--- src/sv/smv_pkg.sv ---
// shared widths, defaults and the per-set record for sample_mean_variance
package smv_pkg;

    // fixed field widths
    localparam int SAMPLE_W = 24;
    localparam int MEAN_W   = 24;
    localparam int VAR_W    = 47;
    localparam int CNT_W    = 17;

    // accumulator and back-end datapath widths
    localparam int SUM_W    = 40;
    localparam int SQ_W     = 63;
    localparam int MAG_W    = SUM_W;
    localparam int PROD_W   = 80;
    localparam int DEN_W    = 2 * CNT_W;

    // defaults for the top-level parameters
    localparam int DEF_MAX_SAMPLES = 65536;
    localparam int DEF_SAMPLE_BITS = 24;

    // depth of the queue between front and back end
    localparam int SET_FIFO_DEPTH = 2;

    // variance reported for sets with fewer than two samples (1.0)
    localparam logic [VAR_W-1:0] VAR_ONE = VAR_W'(1);
    localparam logic [VAR_W-1:0] VAR_MAX = {VAR_W{1'b1}};

    // totals of one closed set, handed from front to back end
    typedef struct packed {
        logic signed [SUM_W-1:0] sum;
        logic [SQ_W-1:0]         sumsq;
        logic [CNT_W-1:0]        count;
        logic                    dropped;
    } smv_set_t;

endpackage

--- src/sv/smv_in_if.sv ---
// sample channel: valid/ready handshake with sample and last flag
interface smv_in_if import smv_pkg::*; ();
    logic                       valid;
    logic                       ready;
    logic signed [SAMPLE_W-1:0] sample;
    logic                       last;

    modport source (output valid, output sample, output last, input ready);
    modport sink   (input valid, input sample, input last, output ready);
endinterface

--- src/sv/smv_out_if.sv ---
// result channel: valid/ready handshake with mean, variance and status
interface smv_out_if import smv_pkg::*; ();
    logic                     valid;
    logic                     ready;
    logic signed [MEAN_W-1:0] mean;
    logic [VAR_W-1:0]         variance;
    logic [CNT_W-1:0]         sample_count;
    logic                     too_few;
    logic                     overflowed;

    modport source (output valid, output mean, output variance, output sample_count,
                    output too_few, output overflowed, input ready);
    modport sink   (input valid, input mean, input variance, input sample_count,
                    input too_few, input overflowed, output ready);
endinterface

--- src/sv/smv_front.sv ---
// front end: squares each sample and accumulates count, sum and sum of squares
module smv_front import smv_pkg::*; #(
    parameter int MAX_SAMPLES = DEF_MAX_SAMPLES,
    parameter int SAMPLE_BITS = DEF_SAMPLE_BITS
) (
    input  logic     clk,
    input  logic     rst_n,
    smv_in_if.sink   samples,
    output smv_set_t set_data,
    output logic     set_valid,
    input  logic     set_ready
);

    localparam int SQ_BITS = 2 * SAMPLE_BITS;

    logic signed [SAMPLE_BITS-1:0] smp;
    logic signed [SQ_BITS-1:0]     sq_s;
    logic                          take;
    logic                          s1_adv;
    logic                          room;
    logic signed [SUM_W-1:0]       val_ext;
    logic [SQ_W-1:0]               sq_ext;
    logic signed [SUM_W-1:0]       sum_upd;
    logic [SQ_W-1:0]               sumsq_upd;
    logic [CNT_W-1:0]              cnt_upd;
    logic                          drop_upd;

    logic                          s1_valid_reg;
    logic                          s1_last_reg;
    logic signed [SAMPLE_BITS-1:0] s1_val_reg;
    logic [SQ_BITS-1:0]            s1_sq_reg;

    logic signed [SUM_W-1:0]       sum_reg;
    logic [SQ_W-1:0]               sumsq_reg;
    logic [CNT_W-1:0]              cnt_reg;
    logic                          drop_reg;

    // only the low sample bits are used
    assign smp  = $signed(samples.sample[SAMPLE_BITS-1:0]);
    assign sq_s = SQ_BITS'(smp) * SQ_BITS'(smp);

    // the closing transaction waits for room in the set queue
    assign s1_adv        = s1_valid_reg && (!s1_last_reg || set_ready);
    assign samples.ready = !s1_valid_reg || s1_adv;
    assign take          = samples.valid && samples.ready;

    assign room    = cnt_reg < CNT_W'(MAX_SAMPLES);
    assign val_ext = {{(SUM_W - SAMPLE_BITS){s1_val_reg[SAMPLE_BITS-1]}}, s1_val_reg};
    assign sq_ext  = {{(SQ_W - SQ_BITS){1'b0}}, s1_sq_reg};

    always_comb
    begin
        sum_upd   = sum_reg;
        sumsq_upd = sumsq_reg;
        cnt_upd   = cnt_reg;
        drop_upd  = drop_reg;
        if (room)
        begin
            sum_upd   = sum_reg + val_ext;
            sumsq_upd = sumsq_reg + sq_ext;
            cnt_upd   = cnt_reg + CNT_W'(1);
        end
        else
        begin
            drop_upd = 1'b1;
        end
    end

    assign set_valid        = s1_valid_reg && s1_last_reg;
    assign set_data.sum     = sum_upd;
    assign set_data.sumsq   = sumsq_upd;
    assign set_data.count   = cnt_upd;
    assign set_data.dropped = drop_upd;

    always_ff @(posedge clk or negedge rst_n)
    begin
        if (!rst_n)
        begin
            s1_valid_reg <= 1'b0;
            s1_last_reg  <= 1'b0;
            sum_reg      <= '0;
            sumsq_reg    <= '0;
            cnt_reg      <= '0;
            drop_reg     <= 1'b0;
        end
        else
        begin
            if (take)
            begin
                s1_valid_reg <= 1'b1;
                s1_last_reg  <= samples.last;
            end
            else if (s1_adv)
            begin
                s1_valid_reg <= 1'b0;
            end

            if (s1_adv)
            begin
                if (s1_last_reg)
                begin
                    sum_reg   <= '0;
                    sumsq_reg <= '0;
                    cnt_reg   <= '0;
                    drop_reg  <= 1'b0;
                end
                else
                begin
                    sum_reg   <= sum_upd;
                    sumsq_reg <= sumsq_upd;
                    cnt_reg   <= cnt_upd;
                    drop_reg  <= drop_upd;
                end
            end
        end
    end

    // sample and its square, no reset needed
    always_ff @(posedge clk)
    begin
        if (take)
        begin
            s1_val_reg <= smp;
            s1_sq_reg  <= $unsigned(sq_s);
        end
    end

endmodule

--- src/sv/smv_fifo.sv ---
// small queue of closed-set records between front and back end
module smv_fifo import smv_pkg::*; #(
    parameter int DEPTH = SET_FIFO_DEPTH
) (
    input  logic     clk,
    input  logic     rst_n,
    input  logic     wr_valid,
    output logic     wr_ready,
    input  smv_set_t wr_data,
    output logic     rd_valid,
    input  logic     rd_ready,
    output smv_set_t rd_data
);

    localparam int PTR_W = (DEPTH > 1) ? $clog2(DEPTH) : 1;

    smv_set_t         mem [DEPTH];
    logic [PTR_W-1:0] wr_ptr_reg;
    logic [PTR_W-1:0] rd_ptr_reg;
    logic [PTR_W:0]   fill_reg;
    logic             push;
    logic             pop;

    assign wr_ready = fill_reg != (PTR_W + 1)'(DEPTH);
    assign rd_valid = fill_reg != '0;
    assign push     = wr_valid && wr_ready;
    assign pop      = rd_valid && rd_ready;
    assign rd_data  = mem[rd_ptr_reg];

    always_ff @(posedge clk or negedge rst_n)
    begin
        if (!rst_n)
        begin
            wr_ptr_reg <= '0;
            rd_ptr_reg <= '0;
            fill_reg   <= '0;
        end
        else
        begin
            if (push)
            begin
                wr_ptr_reg <= (wr_ptr_reg == PTR_W'(DEPTH - 1)) ? '0 : wr_ptr_reg + PTR_W'(1);
            end
            if (pop)
            begin
                rd_ptr_reg <= (rd_ptr_reg == PTR_W'(DEPTH - 1)) ? '0 : rd_ptr_reg + PTR_W'(1);
            end
            if (push && !pop)
            begin
                fill_reg <= fill_reg + (PTR_W + 1)'(1);
            end
            else if (pop && !push)
            begin
                fill_reg <= fill_reg - (PTR_W + 1)'(1);
            end
        end
    end

    always_ff @(posedge clk)
    begin
        if (push)
        begin
            mem[wr_ptr_reg] <= wr_data;
        end
    end

endmodule

--- src/sv/smv_div.sv ---
// restoring divider, one quotient bit per cycle
module smv_div #(
    parameter int NUM_W = 80,
    parameter int DEN_W = 34
) (
    input  logic             clk,
    input  logic             rst_n,
    input  logic             start,
    input  logic [NUM_W-1:0] num,
    input  logic [DEN_W-1:0] den,
    output logic             busy,
    output logic [NUM_W-1:0] quot
);

    localparam int STEP_W = $clog2(NUM_W + 1);

    logic              busy_reg;
    logic [STEP_W-1:0] step_reg;
    logic [NUM_W-1:0]  acc_reg;
    logic [DEN_W-1:0]  rem_reg;
    logic [DEN_W-1:0]  den_reg;
    logic [DEN_W:0]    rem_sh;
    logic [DEN_W:0]    rem_sub;
    logic              fits;

    // shift in the next dividend bit, subtract when it fits
    assign rem_sh  = {rem_reg, acc_reg[NUM_W-1]};
    assign fits    = rem_sh >= {1'b0, den_reg};
    assign rem_sub = rem_sh - {1'b0, den_reg};

    assign busy = busy_reg;
    assign quot = acc_reg;

    always_ff @(posedge clk or negedge rst_n)
    begin
        if (!rst_n)
        begin
            busy_reg <= 1'b0;
            step_reg <= '0;
        end
        else if (start)
        begin
            busy_reg <= 1'b1;
            step_reg <= STEP_W'(NUM_W);
        end
        else if (busy_reg)
        begin
            step_reg <= step_reg - STEP_W'(1);
            if (step_reg == STEP_W'(1))
            begin
                busy_reg <= 1'b0;
            end
        end
    end

    always_ff @(posedge clk)
    begin
        if (start)
        begin
            acc_reg <= num;
            rem_reg <= '0;
            den_reg <= den;
        end
        else if (busy_reg)
        begin
            acc_reg <= {acc_reg[NUM_W-2:0], fits};
            rem_reg <= fits ? rem_sub[DEN_W-1:0] : rem_sh[DEN_W-1:0];
        end
    end

endmodule

--- src/sv/smv_back.sv ---
// back end: per-set products, subtraction and the two divisions
module smv_back import smv_pkg::*; (
    input  logic     clk,
    input  logic     rst_n,
    input  smv_set_t set_data,
    input  logic     set_valid,
    output logic     set_ready,
    smv_out_if.source stats
);

    localparam int STEP_W = $clog2(MAG_W + 1);

    typedef enum logic [2:0] {
        ST_IDLE,
        ST_MUL,
        ST_DIV_GO,
        ST_DIV,
        ST_OUT
    } state_t;

    state_t                   state_reg;
    logic                     out_valid_reg;
    logic signed [MEAN_W-1:0] mean_reg;
    logic [VAR_W-1:0]         var_reg;
    logic [CNT_W-1:0]         count_reg;
    logic                     too_few_reg;
    logic                     drop_reg;

    logic                     neg_reg;
    logic [MAG_W-1:0]         mag_reg;
    logic [DEN_W-1:0]         dd_reg;
    logic [STEP_W-1:0]        step_reg;
    logic [PROD_W-1:0]        ma_reg;
    logic [MAG_W-1:0]         ra_reg;
    logic [PROD_W-1:0]        pa_reg;
    logic [PROD_W-1:0]        mb_reg;
    logic [CNT_W-1:0]         rb_reg;
    logic [PROD_W-1:0]        pb_reg;

    logic [MAG_W-1:0]         in_mag;
    logic [DEN_W-1:0]         in_dd;
    logic                     div_start;
    logic [PROD_W-1:0]        var_num;
    logic                     busy_m;
    logic                     busy_v;
    logic [MAG_W-1:0]         quot_m;
    logic [PROD_W-1:0]        quot_v;
    logic [MAG_W-1:0]         mean_full;
    logic [VAR_W-1:0]         var_sat;

    assign set_ready = state_reg == ST_IDLE;

    assign in_mag = set_data.sum[SUM_W-1] ? MAG_W'(-set_data.sum) : MAG_W'(set_data.sum);
    assign in_dd  = DEN_W'(set_data.count) * DEN_W'(set_data.count - CNT_W'(1));

    // numerator of the variance, clamped at zero
    assign div_start = state_reg == ST_DIV_GO;
    assign var_num   = (pb_reg >= pa_reg) ? pb_reg - pa_reg : '0;

    smv_div #(
        .NUM_W (MAG_W),
        .DEN_W (CNT_W)
    ) u_div_mean (
        .clk   (clk),
        .rst_n (rst_n),
        .start (div_start),
        .num   (mag_reg),
        .den   (count_reg),
        .busy  (busy_m),
        .quot  (quot_m)
    );

    smv_div #(
        .NUM_W (PROD_W),
        .DEN_W (DEN_W)
    ) u_div_var (
        .clk   (clk),
        .rst_n (rst_n),
        .start (div_start),
        .num   (var_num),
        .den   (dd_reg),
        .busy  (busy_v),
        .quot  (quot_v)
    );

    assign mean_full = neg_reg ? MAG_W'(-quot_m) : quot_m;
    assign var_sat   = (quot_v[PROD_W-1:VAR_W] != '0) ? VAR_MAX : quot_v[VAR_W-1:0];

    assign stats.valid        = out_valid_reg;
    assign stats.mean         = mean_reg;
    assign stats.variance     = var_reg;
    assign stats.sample_count = count_reg;
    assign stats.too_few      = too_few_reg;
    assign stats.overflowed   = drop_reg;

    always_ff @(posedge clk or negedge rst_n)
    begin
        if (!rst_n)
        begin
            state_reg     <= ST_IDLE;
            out_valid_reg <= 1'b0;
            mean_reg      <= '0;
            var_reg       <= '0;
            count_reg     <= '0;
            too_few_reg   <= 1'b0;
            drop_reg      <= 1'b0;
        end
        else
        begin
            unique case (state_reg)
                ST_IDLE:
                begin
                    if (set_valid)
                    begin
                        count_reg <= set_data.count;
                        drop_reg  <= set_data.dropped;
                        if (set_data.count < CNT_W'(2))
                        begin
                            mean_reg      <= '0;
                            var_reg       <= VAR_ONE;
                            too_few_reg   <= 1'b1;
                            out_valid_reg <= 1'b1;
                            state_reg     <= ST_OUT;
                        end
                        else
                        begin
                            too_few_reg <= 1'b0;
                            state_reg   <= ST_MUL;
                        end
                    end
                end
                ST_MUL:
                begin
                    if (step_reg == STEP_W'(1))
                    begin
                        state_reg <= ST_DIV_GO;
                    end
                end
                ST_DIV_GO:
                begin
                    state_reg <= ST_DIV;
                end
                ST_DIV:
                begin
                    if (!busy_m && !busy_v)
                    begin
                        mean_reg      <= $signed(mean_full[MEAN_W-1:0]);
                        var_reg       <= var_sat;
                        out_valid_reg <= 1'b1;
                        state_reg     <= ST_OUT;
                    end
                end
                ST_OUT:
                begin
                    if (stats.ready)
                    begin
                        out_valid_reg <= 1'b0;
                        state_reg     <= ST_IDLE;
                    end
                end
                default:
                begin
                    state_reg <= ST_IDLE;
                end
            endcase
        end
    end

    // shift-and-add products: sum^2 and count * sumsq, one bit a cycle
    always_ff @(posedge clk)
    begin
        if (state_reg == ST_IDLE && set_valid)
        begin
            neg_reg  <= set_data.sum[SUM_W-1];
            mag_reg  <= in_mag;
            dd_reg   <= in_dd;
            step_reg <= STEP_W'(MAG_W);
            ma_reg   <= PROD_W'(in_mag);
            ra_reg   <= in_mag;
            pa_reg   <= '0;
            mb_reg   <= PROD_W'(set_data.sumsq);
            rb_reg   <= set_data.count;
            pb_reg   <= '0;
        end
        else if (state_reg == ST_MUL)
        begin
            step_reg <= step_reg - STEP_W'(1);
            pa_reg   <= ra_reg[0] ? pa_reg + ma_reg : pa_reg;
            ma_reg   <= {ma_reg[PROD_W-2:0], 1'b0};
            ra_reg   <= {1'b0, ra_reg[MAG_W-1:1]};
            pb_reg   <= rb_reg[0] ? pb_reg + mb_reg : pb_reg;
            mb_reg   <= {mb_reg[PROD_W-2:0], 1'b0};
            rb_reg   <= {1'b0, rb_reg[CNT_W-1:1]};
        end
    end

endmodule

--- src/sv/sample_mean_variance.sv ---
// top level: sample mean and unbiased variance of sets of signed samples
//
//   port      dir   payload                                           note
//   samples   sink  sample (24b signed), last                         one sample per transaction
//   stats     src   mean, variance, sample_count, too_few, overflowed one transaction per set
//
// the front end takes one sample per cycle unless a closing sample waits for the set queue;
// squares are registered and then accumulated; a set with two or more samples goes through
//   the back end as a load, 40 shift-and-add steps, a divider start, 80 divider steps,
//   registering of the result and an output transaction that waits for stats.ready
// closed sets wait in a two-entry queue; when it is full the closing sample stalls samples.ready
// a result waits in the output register until stats.ready while the front keeps accumulating
// rst_n clears the accumulators, the queue and the back-end state machine at once
module sample_mean_variance import smv_pkg::*; #(
    parameter int MAX_SAMPLES = DEF_MAX_SAMPLES,
    parameter int SAMPLE_BITS = DEF_SAMPLE_BITS
) (
    input  logic      clk,
    input  logic      rst_n,
    smv_in_if.sink    samples,
    smv_out_if.source stats
);

    // closed-set records from the accumulator
    smv_set_t front_set;
    logic     front_valid;
    logic     front_ready;

    // records offered to the back end
    smv_set_t back_set;
    logic     back_valid;
    logic     back_ready;

    // accumulate count, sum and sum of squares, close a set on last
    smv_front #(
        .MAX_SAMPLES (MAX_SAMPLES),
        .SAMPLE_BITS (SAMPLE_BITS)
    ) u_front (
        .clk       (clk),
        .rst_n     (rst_n),
        .samples   (samples),
        .set_data  (front_set),
        .set_valid (front_valid),
        .set_ready (front_ready)
    );

    // decouples the accumulator from the long per-set computation
    smv_fifo #(
        .DEPTH (SET_FIFO_DEPTH)
    ) u_fifo (
        .clk      (clk),
        .rst_n    (rst_n),
        .wr_valid (front_valid),
        .wr_ready (front_ready),
        .wr_data  (front_set),
        .rd_valid (back_valid),
        .rd_ready (back_ready),
        .rd_data  (back_set)
    );

    // mean and variance of each closed set, one set at a time
    smv_back u_back (
        .clk       (clk),
        .rst_n     (rst_n),
        .set_data  (back_set),
        .set_valid (back_valid),
        .set_ready (back_ready),
        .stats     (stats)
    );

endmodule

--- src/flat_wrapper.sv ---
// flat-port wrapper written by rule: the top's interface ports become plain ports
module sample_mean_variance_flat import smv_pkg::*;
#(
    parameter int MAX_SAMPLES = DEF_MAX_SAMPLES,
    parameter int SAMPLE_BITS = DEF_SAMPLE_BITS
)
  (clk, rst_n, samples_valid, samples_sample, samples_last, samples_ready, stats_valid, stats_mean, stats_variance, stats_sample_count, stats_too_few, stats_overflowed, stats_ready);
  smv_in_if samples_i ();
  smv_out_if stats_i ();
  input  logic clk;
  input  logic rst_n;
  input wire logic [$bits(samples_i.valid)-1:0] samples_valid;
  input wire logic [$bits(samples_i.sample)-1:0] samples_sample;
  input wire logic [$bits(samples_i.last)-1:0] samples_last;
  output wire logic [$bits(samples_i.ready)-1:0] samples_ready;
  output wire logic [$bits(stats_i.valid)-1:0] stats_valid;
  output wire logic [$bits(stats_i.mean)-1:0] stats_mean;
  output wire logic [$bits(stats_i.variance)-1:0] stats_variance;
  output wire logic [$bits(stats_i.sample_count)-1:0] stats_sample_count;
  output wire logic [$bits(stats_i.too_few)-1:0] stats_too_few;
  output wire logic [$bits(stats_i.overflowed)-1:0] stats_overflowed;
  input wire logic [$bits(stats_i.ready)-1:0] stats_ready;
  assign samples_i.valid = samples_valid;
  assign samples_i.sample = samples_sample;
  assign samples_i.last = samples_last;
  assign samples_ready = samples_i.ready;
  assign stats_valid = stats_i.valid;
  assign stats_mean = stats_i.mean;
  assign stats_variance = stats_i.variance;
  assign stats_sample_count = stats_i.sample_count;
  assign stats_too_few = stats_i.too_few;
  assign stats_overflowed = stats_i.overflowed;
  assign stats_i.ready = stats_ready;
  sample_mean_variance #(.MAX_SAMPLES(MAX_SAMPLES), .SAMPLE_BITS(SAMPLE_BITS)) u_core (.clk(clk), .rst_n(rst_n), .samples(samples_i), .stats(stats_i));
endmodule
--- config.mk ---
export PLATFORM = sky130hd
export DESIGN_NAME = sample_mean_variance_flat
export DESIGN_NICKNAME = d
export VERILOG_FILES = /design/src/sv/smv_pkg.sv /design/src/sv/smv_in_if.sv /design/src/sv/smv_out_if.sv /design/src/sv/smv_front.sv /design/src/sv/smv_fifo.sv /design/src/sv/smv_div.sv /design/src/sv/smv_back.sv /design/src/sv/sample_mean_variance.sv /design/src/flat_wrapper.sv
export SDC_FILE = /design/constraint.sdc
export NUM_CORES = 2
export LEC_CHECK = 0
export ABC_CLOCK_PERIOD_IN_PS = 21400
export CORE_MARGIN = 2
export CORE_UTILIZATION = 50
export CTS_CLUSTER_SIZE = 12
export DETAILED_ROUTE_END_ITERATION = 10
export DONT_BUFFER_PORTS = 1
export PLACE_DENSITY = 0.68
export SLEW_MARGIN = 20
export SYNTH_ARGS = -nofsm -noshare
export SYNTH_HDL_FRONTEND = slang
export SYNTH_SLANG_ARGS = --single-unit
--- constraint.sdc ---
create_clock -name clk -period 21.4 [get_ports clk]
set_clock_uncertainty 0.15 [all_clocks]
set_input_delay 3.21 -clock clk [delete_from_list [all_inputs] [get_ports clk]]
set_output_delay 3.21 -clock clk [all_outputs]
set_load 0.01 [all_outputs]
; ---- Word level (Yosys, flattened, before mapping)
; Memories as Yosys holds them, arrays and structs flattened.
; Cells that the tools add are included.
[word_totals]
romBits = 0
ramBits = 242
out_inout_bits = 92
latchBits = 0
n_memories = 1
ff_bits = 988
word_cells = 175
inputBits = 29
[mem_list]
columns = memory, depth, word_bits, read_ports, rd_ports_with_merged_regs, write_ports, line_no
row1 = u_core.u_fifo.mem, 2, 121, 1, 0, 1, smv_fifo.sv:17  ; smv_set_t mem [DEPTH];
[op_classes]
n_reduce_logical = 32
n_bitwise = 0
muxes = 64
addsub = 18
n_shift = 0
n_mul = 2
div = 0
order_cmp = 5
n_eq_ne = 13
[ops]
columns = operator, n
row1 = $mux 40, 9
row2 = $mux 63, 4
row3 = $mux 80, 3
row4 = $mux 47, 4
row5 = $add 80x80->80, 2
row6 = $mux 24, 4
row7 = $pmux 47 s2, 1
row8 = $mux 17, 5
row9 = $ge 80x80->1, 1
row10 = $sub 80x80->80, 1
row11 = $add 63x48->63, 1
row12 = $mul 24x24->48, 1
row13 = $pmux 24 s2, 1
row14 = $add 40x24->40, 1
row15 = $neg 40->40, 1
row16 = $ge 35x34->1, 1
row17 = $mul 18x18->34, 1
row18 = $mux 34, 1
row19 = $sub 34x34->34, 1
row20 = $reduce_bool 33->1, 1
row21 = $neg 24->24, 1
row22 = $mux 1, 19
row23 = $ge 18x17->1, 1
row24 = $sub 17x1->18 const B, 1
row25 = 30 further kinds, 68

; ---- Logic depth before layout (Yosys ltp)
[logic_depth]
depth_word = 6
mapped_depth = 44
ltp_nobuf = 35

; ---- Cells and area by module
; From an unflattened synthesis, not the netlist that was laid out.
[unflattened]
hier_cells = 10638
area_unflattened_um2 = 101268.4
[modules_own_cells]
columns = module, n_inst, area_per_inst_um2, cells_each, seq_area_each_um2
row1 = smv_back, 1, 46885.0, 5628, 13843.3
row2 = smv_front, 1, 32247.2, 3493, 5180.0
row3 = smv_fifo, 1, 9260.1, 395, 7367.1
row4 = smv_div (u_core.u_back.u_div_var), 1, 8529.4, 748, 4304.1
row5 = smv_div (u_core.u_back.u_div_mean), 1, 4346.7, 374, 2227.1

; ---- Worst setup path before layout
; OpenSTA, ideal clock, no wires.
[synth_path]
path_kind = input to register
from = input samples_sample[23]
to = register u_core.u_front.s1_sq_reg[46], data pin
required_time_ps = 20990
arrival_time_ps = 10134
path_stages = 24
path_slack_ps = 10856
setup_time_ps = 260
path_buffers = 2
cell_sequence = clkbuf_1 > clkbuf_1 > and2_1 > fa_1 > fa_1 > fa_1 > inv_1 > fa_1 > fa_1 > fa_1 > inv_1 > fa_1 > ha_1 > and3_1 > and3_1 > and4_1 > a221o_1 > o41a_1 > a311o_1 > a21oi_2 > o21a_2 > nand2b_2 > a221oi_2 > xnor2_1
[synth_between]
elab_chain_len = 1
[synth_rtl]
columns = item, line_no
row1 = start: declaration, flat_wrapper.sv:13  ; input wire logic [$bits(samples_i.sample)-1:0] samples_sample;
row2 = $mul 24x24->48, smv_front.sv:40  ; assign sq_s = SQ_BITS'(smp) * SQ_BITS'(smp);
row3 = named net u_core.u_front.sq_s[46], smv_front.sv:17  ; logic signed [SQ_BITS-1:0] sq_s;
row4 = end signal: assignment, smv_front.sv:124  ; s1_sq_reg <= $unsigned(sq_s);
row5 = end: declaration, smv_front.sv:31  ; logic [SQ_BITS-1:0] s1_sq_reg;
; The timed path passes the listed nets, and every way through them passes these cells.
; A chain may end at the register's enable or synchronous reset.

; ---- Final worst setup path
[layout_path]
from = register u_core.u_fifo.rd_ptr_reg
to = register u_core.u_back.dd_reg[33], data pin
[layout_between]
elab_chain_len = 3
[layout_rtl]
columns = item, line_no
row1 = start: declaration, smv_fifo.sv:19  ; logic [PTR_W-1:0] rd_ptr_reg;
row2 = start signal: assignment, smv_fifo.sv:46  ; rd_ptr_reg <= (rd_ptr_reg == PTR_W'(DEPTH - 1)) ? '0 : rd_ptr_reg + PTR_W'(1);
row3 = $mem_v2 2x121 (*), n/a
row4 = $sub 17x1->18, smv_back.sv:54  ; assign in_dd = DEN_W'(set_data.count) * DEN_W'(set_data.count - CNT_W'(1));
row5 = $mul 18x18->34 (*), smv_back.sv:54
row6 = named net u_core.u_back.in_dd[33], smv_back.sv:41  ; logic [DEN_W-1:0] in_dd;
row7 = end signal: assignment, smv_back.sv:176  ; dd_reg <= in_dd;
row8 = end: declaration, smv_back.sv:31  ; logic [DEN_W-1:0] dd_reg;
; The timed path passes the listed nets; every way through them passes the cells marked *.

==> metrics.json <==
{
  "outcome": "finished, final reports clean",
  "fillCellCount": 17450,
  "layout_cell_share_with_drive_strength_beyond_1_pct": 5.192,
  "synthesis.yosys.warnings": 0,
  "area.sequential_um2": 32900,
  "min_period_ns": 10.45,
  "largest-register": "u_core.u_fifo.mem",
  "clock_tree.buffer_depth": 3,
  "critical_path_peak_fanout": 44,
  "crit_path_start_kind": "register",
  "port_buffer_count": 0,
  "top_level_ports": 121,
  "cts.repair_timing.setup_buffer_count": 0,
  "postCtsResizedCells": 0,
  "max_clock_freq_ghz": 0.09571,
  "asyncSetResetFlopFracSynth_pct": 19.25,
  "period_share_pct": 48.82,
  "cts_tree": "built",
  "report.final.hold_viol_count": 0,
  "synth_fp_nets": 11810,
  "worst-path-buf-inv": 5,
  "worst_path_largest_cell_delay_ns": 0.91,
  "route.detailed.drc": 0,
  "nets_final": 11530,
  "crit_family": "adder cells",
  "synth_edf_count": 716,
  "worst_max_slew_pin_slew_ns": 1.315,
  "most_frequent_standard_cell_in_the_layout_excluding_fill_and_tap_cells": "sky130_fd_sc_hd__nand2_1",
  "drt_first_pass_iters": 6,
  "hold_crit_path_type": "register to register",
  "synth.distinct_cells": 118,
  "syn-cell-area_um2": 98060,
  "cp_slowest_cell": "sky130_fd_sc_hd__dfrtp_4",
  "postLayoutSetupSlackWorst_ns": 10.95,
  "first_pass_grt_wire_length_um": 404500,
  "post_route_ant_nets": 0,
  "multiInputGateArea_um2": 58890,
  "initial_core_util_pct": 50.29,
  "design.die.area_um2": 199700,
  "max_cap_violations": 0,
  "placeableCoreArea_um2": 195000,
  "clock_insertion_delay_worst_skew_ns": 0.80,
  "cp_data_arrival_time_ns": 10.84,
  "site_row_count": 162,
  "ys_seq_area_share_pct": 33.54,
  "routabilityCongestion": 0.9414,
  "grt.overflow.total": 0,
  "drt-wirelength-per-cell_um": 19.89,
  "worst_setup_path_end_kind": "register",
  "routed_wirelength_um": 254100,
  "ys_dominant_reg_cell": "sky130_fd_sc_hd__edfxtp_1",
  "die_y_um": 446.9,
  "critical_path_class": "register to register",
  "cts_inserted_buffers": 135,
  "fp.dieW_um": 446.9,
  "root_buffer": "sky130_fd_sc_hd__clkbuf_16",
  "clk_transition_reported_paths_ns": 0.06,
  "detailed_place_hpwl_um": 192200,
  "post_synth.cell_area_avg_um2": 9.506,
  "rsz0062_at_grt": "false",
  "synth_cells": 10320,
  "grt_util_all_layers_pct": 25.49,
  "vias": 72710,
  "vias_per_cell": 5.691,
  "cp_data_required_time_ns": 21.79,
  "critical_path.most_common_cell": "sky130_fd_sc_hd__fa_1",
  "cts_num_sinks": 1226,
  "layout-area-overhead-vs-synth_pct": 6.716,
  "finalSetupViolCount": 0,
  "setup_tns_ns": 0,
  "final_cell_mix": "sky130_fd_sc_hd__nand2_1 (1237), sky130_fd_sc_hd__inv_1 (1199), sky130_fd_sc_hd__fa_1 (804)",
  "grt_pass1_vias": 72260,
  "report.final.slew_viol_count": 0,
  "largest_register_ff_count": 242,
  "dpl_worst_slack_ns": 10.55,
  "hold_buffers": 0,
  "timing.slew.headroom_pct": 11.42,
  "ctsHtreeMaxLevel": 4,
  "fin_hold_ws_ns": 0.2641,
  "drt_iter0_markers": 6142,
  "initial_antenna_violation_count": 2,
  "yosys_register_bits": 1226,
  "grt_start_max_net_pins": 237
}
[stage by stage]
| step | std cells | cell area (um^2) | util [%] |
|---|---|---|---|
| 2_1_floorplan | 10320 | 98060 | - |
| 3_3_place_gp | 12530 | 100100 | 51.35 |
| 3_5_place_dp | 12530 | 100100 | 51.35 |
| 4_1_cts | 12770 | 104600 | 53.65 |
| 5_1_grt | 12780 | 104600 | 53.66 |
| 6_report | 12780 | 104600 | 53.67 |
[kinds of logic (layout without fill, tap and decap cells)]
logic type | Yosys count | count (layout) | synth area share [%]
and+or+nand+nor | 2894 | 2894 | 13.50
AOI/OAI and AO/OA | 2369 | 2369 | 15.38
buffers and inverters | 1692 | 1526 | 6.556
adders and majority gates | 1464 | 1464 | 24.84
DFF | 1226 | 1226 | 33.54
xor gates and xnor gates | 528 | 528 | 4.716
muxes | 143 | 143 | 1.475
other | 0 | 3 | 0
[cell usage after synthesis, drive strengths merged, types with 11 or more instances]
master,count,area [um^2]
nor2b,63,394.1
xnor2,309,2706
a21oi,785,3963
or2,146,913.4
edfxtp,716,21500
a221oi,14,128.9
and2,168,1051
or3,25,161.4
and3,59,370.4
clkbuf,419,1574
nor4,32,206.5
a211oi,76,575.6
dfxtp,274,5485
o21a,63,474.2
dfrtp,236,5906
a41oi,16,155.2
a22o,146,1279
nor3,85,446.7
inv,1207,4531
a31oi,50,319.1
o31ai,60,515.5
ha,660,8258
nand3,101,505.5
nor2,677,2544
and4,14,122.6
o21bai,83,626.9
nand4,110,688.2
o31a,14,122.6
a21o,298,2237
a21boi,29,221.5
xor2,219,1918
o211ai,22,170.2
fa,804,16100
nand2b,120,753.2
buf,65,320.3
mux2i,134,1345
nand2,1243,4666
or4,11,86.33
o21ai,551,2769
a31o,12,105.1
o221ai,25,231.5
nor3b,18,140.1
[worst paths after layout]
check | from | cells after the start | slack, ns | endpoint
min reg2reg | u_core.u_back.dd_reg[9]$_DFFE_PP_ | 0 | 0.26 | u_core.u_back.u_div_var.den_reg[9]$_DFFE_PP_
max | u_core.u_fifo.rd_ptr_reg$_DFFE_PN0P_ | 33 | 10.95 | u_core.u_back.dd_reg[33]$_DFFE_PP_
max in group asynchronous | rst_n | 0 | 18.29 | u_core.u_front.s1_last_reg$_DFFE_PN0P_
max reg2reg | u_core.u_fifo.rd_ptr_reg$_DFFE_PN0P_ | 33 | 10.95 | u_core.u_back.dd_reg[33]$_DFFE_PP_
min | u_core.u_back.dd_reg[9]$_DFFE_PP_ | 0 | 0.26 | u_core.u_back.u_div_var.den_reg[9]$_DFFE_PP_
min in group asynchronous | rst_n | 0 | 1.97 | u_core.u_back.stats.mean[0]$_DFFE_PN0P_
[routing by layer]
layer  part of all wire, %  wire [um]  GRT usage [%]
met1                    48     121100          38.49
met2                    43     110400          38.78
met4                   2.0       5175          5.915
met3                   6.9      17490          3.427
met5                     0          0              0
[cell type report]
cell class	instances	area share (%)
tap	2624	3.137
multi-input combinational	7398	56.27
clock inverter	45	0.5847
antenna	3	0.007174
clock buffer	202	3.687
inverter	1208	4.343
sequential	1226	31.44
timing repair buffer	71	0.5285
[worst reg2reg max path, delay by kind of cell (launching register included)]
kind,cells,cell delay [ns]
mux,1,0.35
flops,1,0.91
compound gates,11,2.35
fa+ha+maj,9,4.27
simple gates,6,1.41
xor+xnor,1,0.14
buf+inv,5,0.64
Power is left out: the tool's default activity adds up to more than one toggle a clock period on the data nets, which glitch-free logic cannot reach.
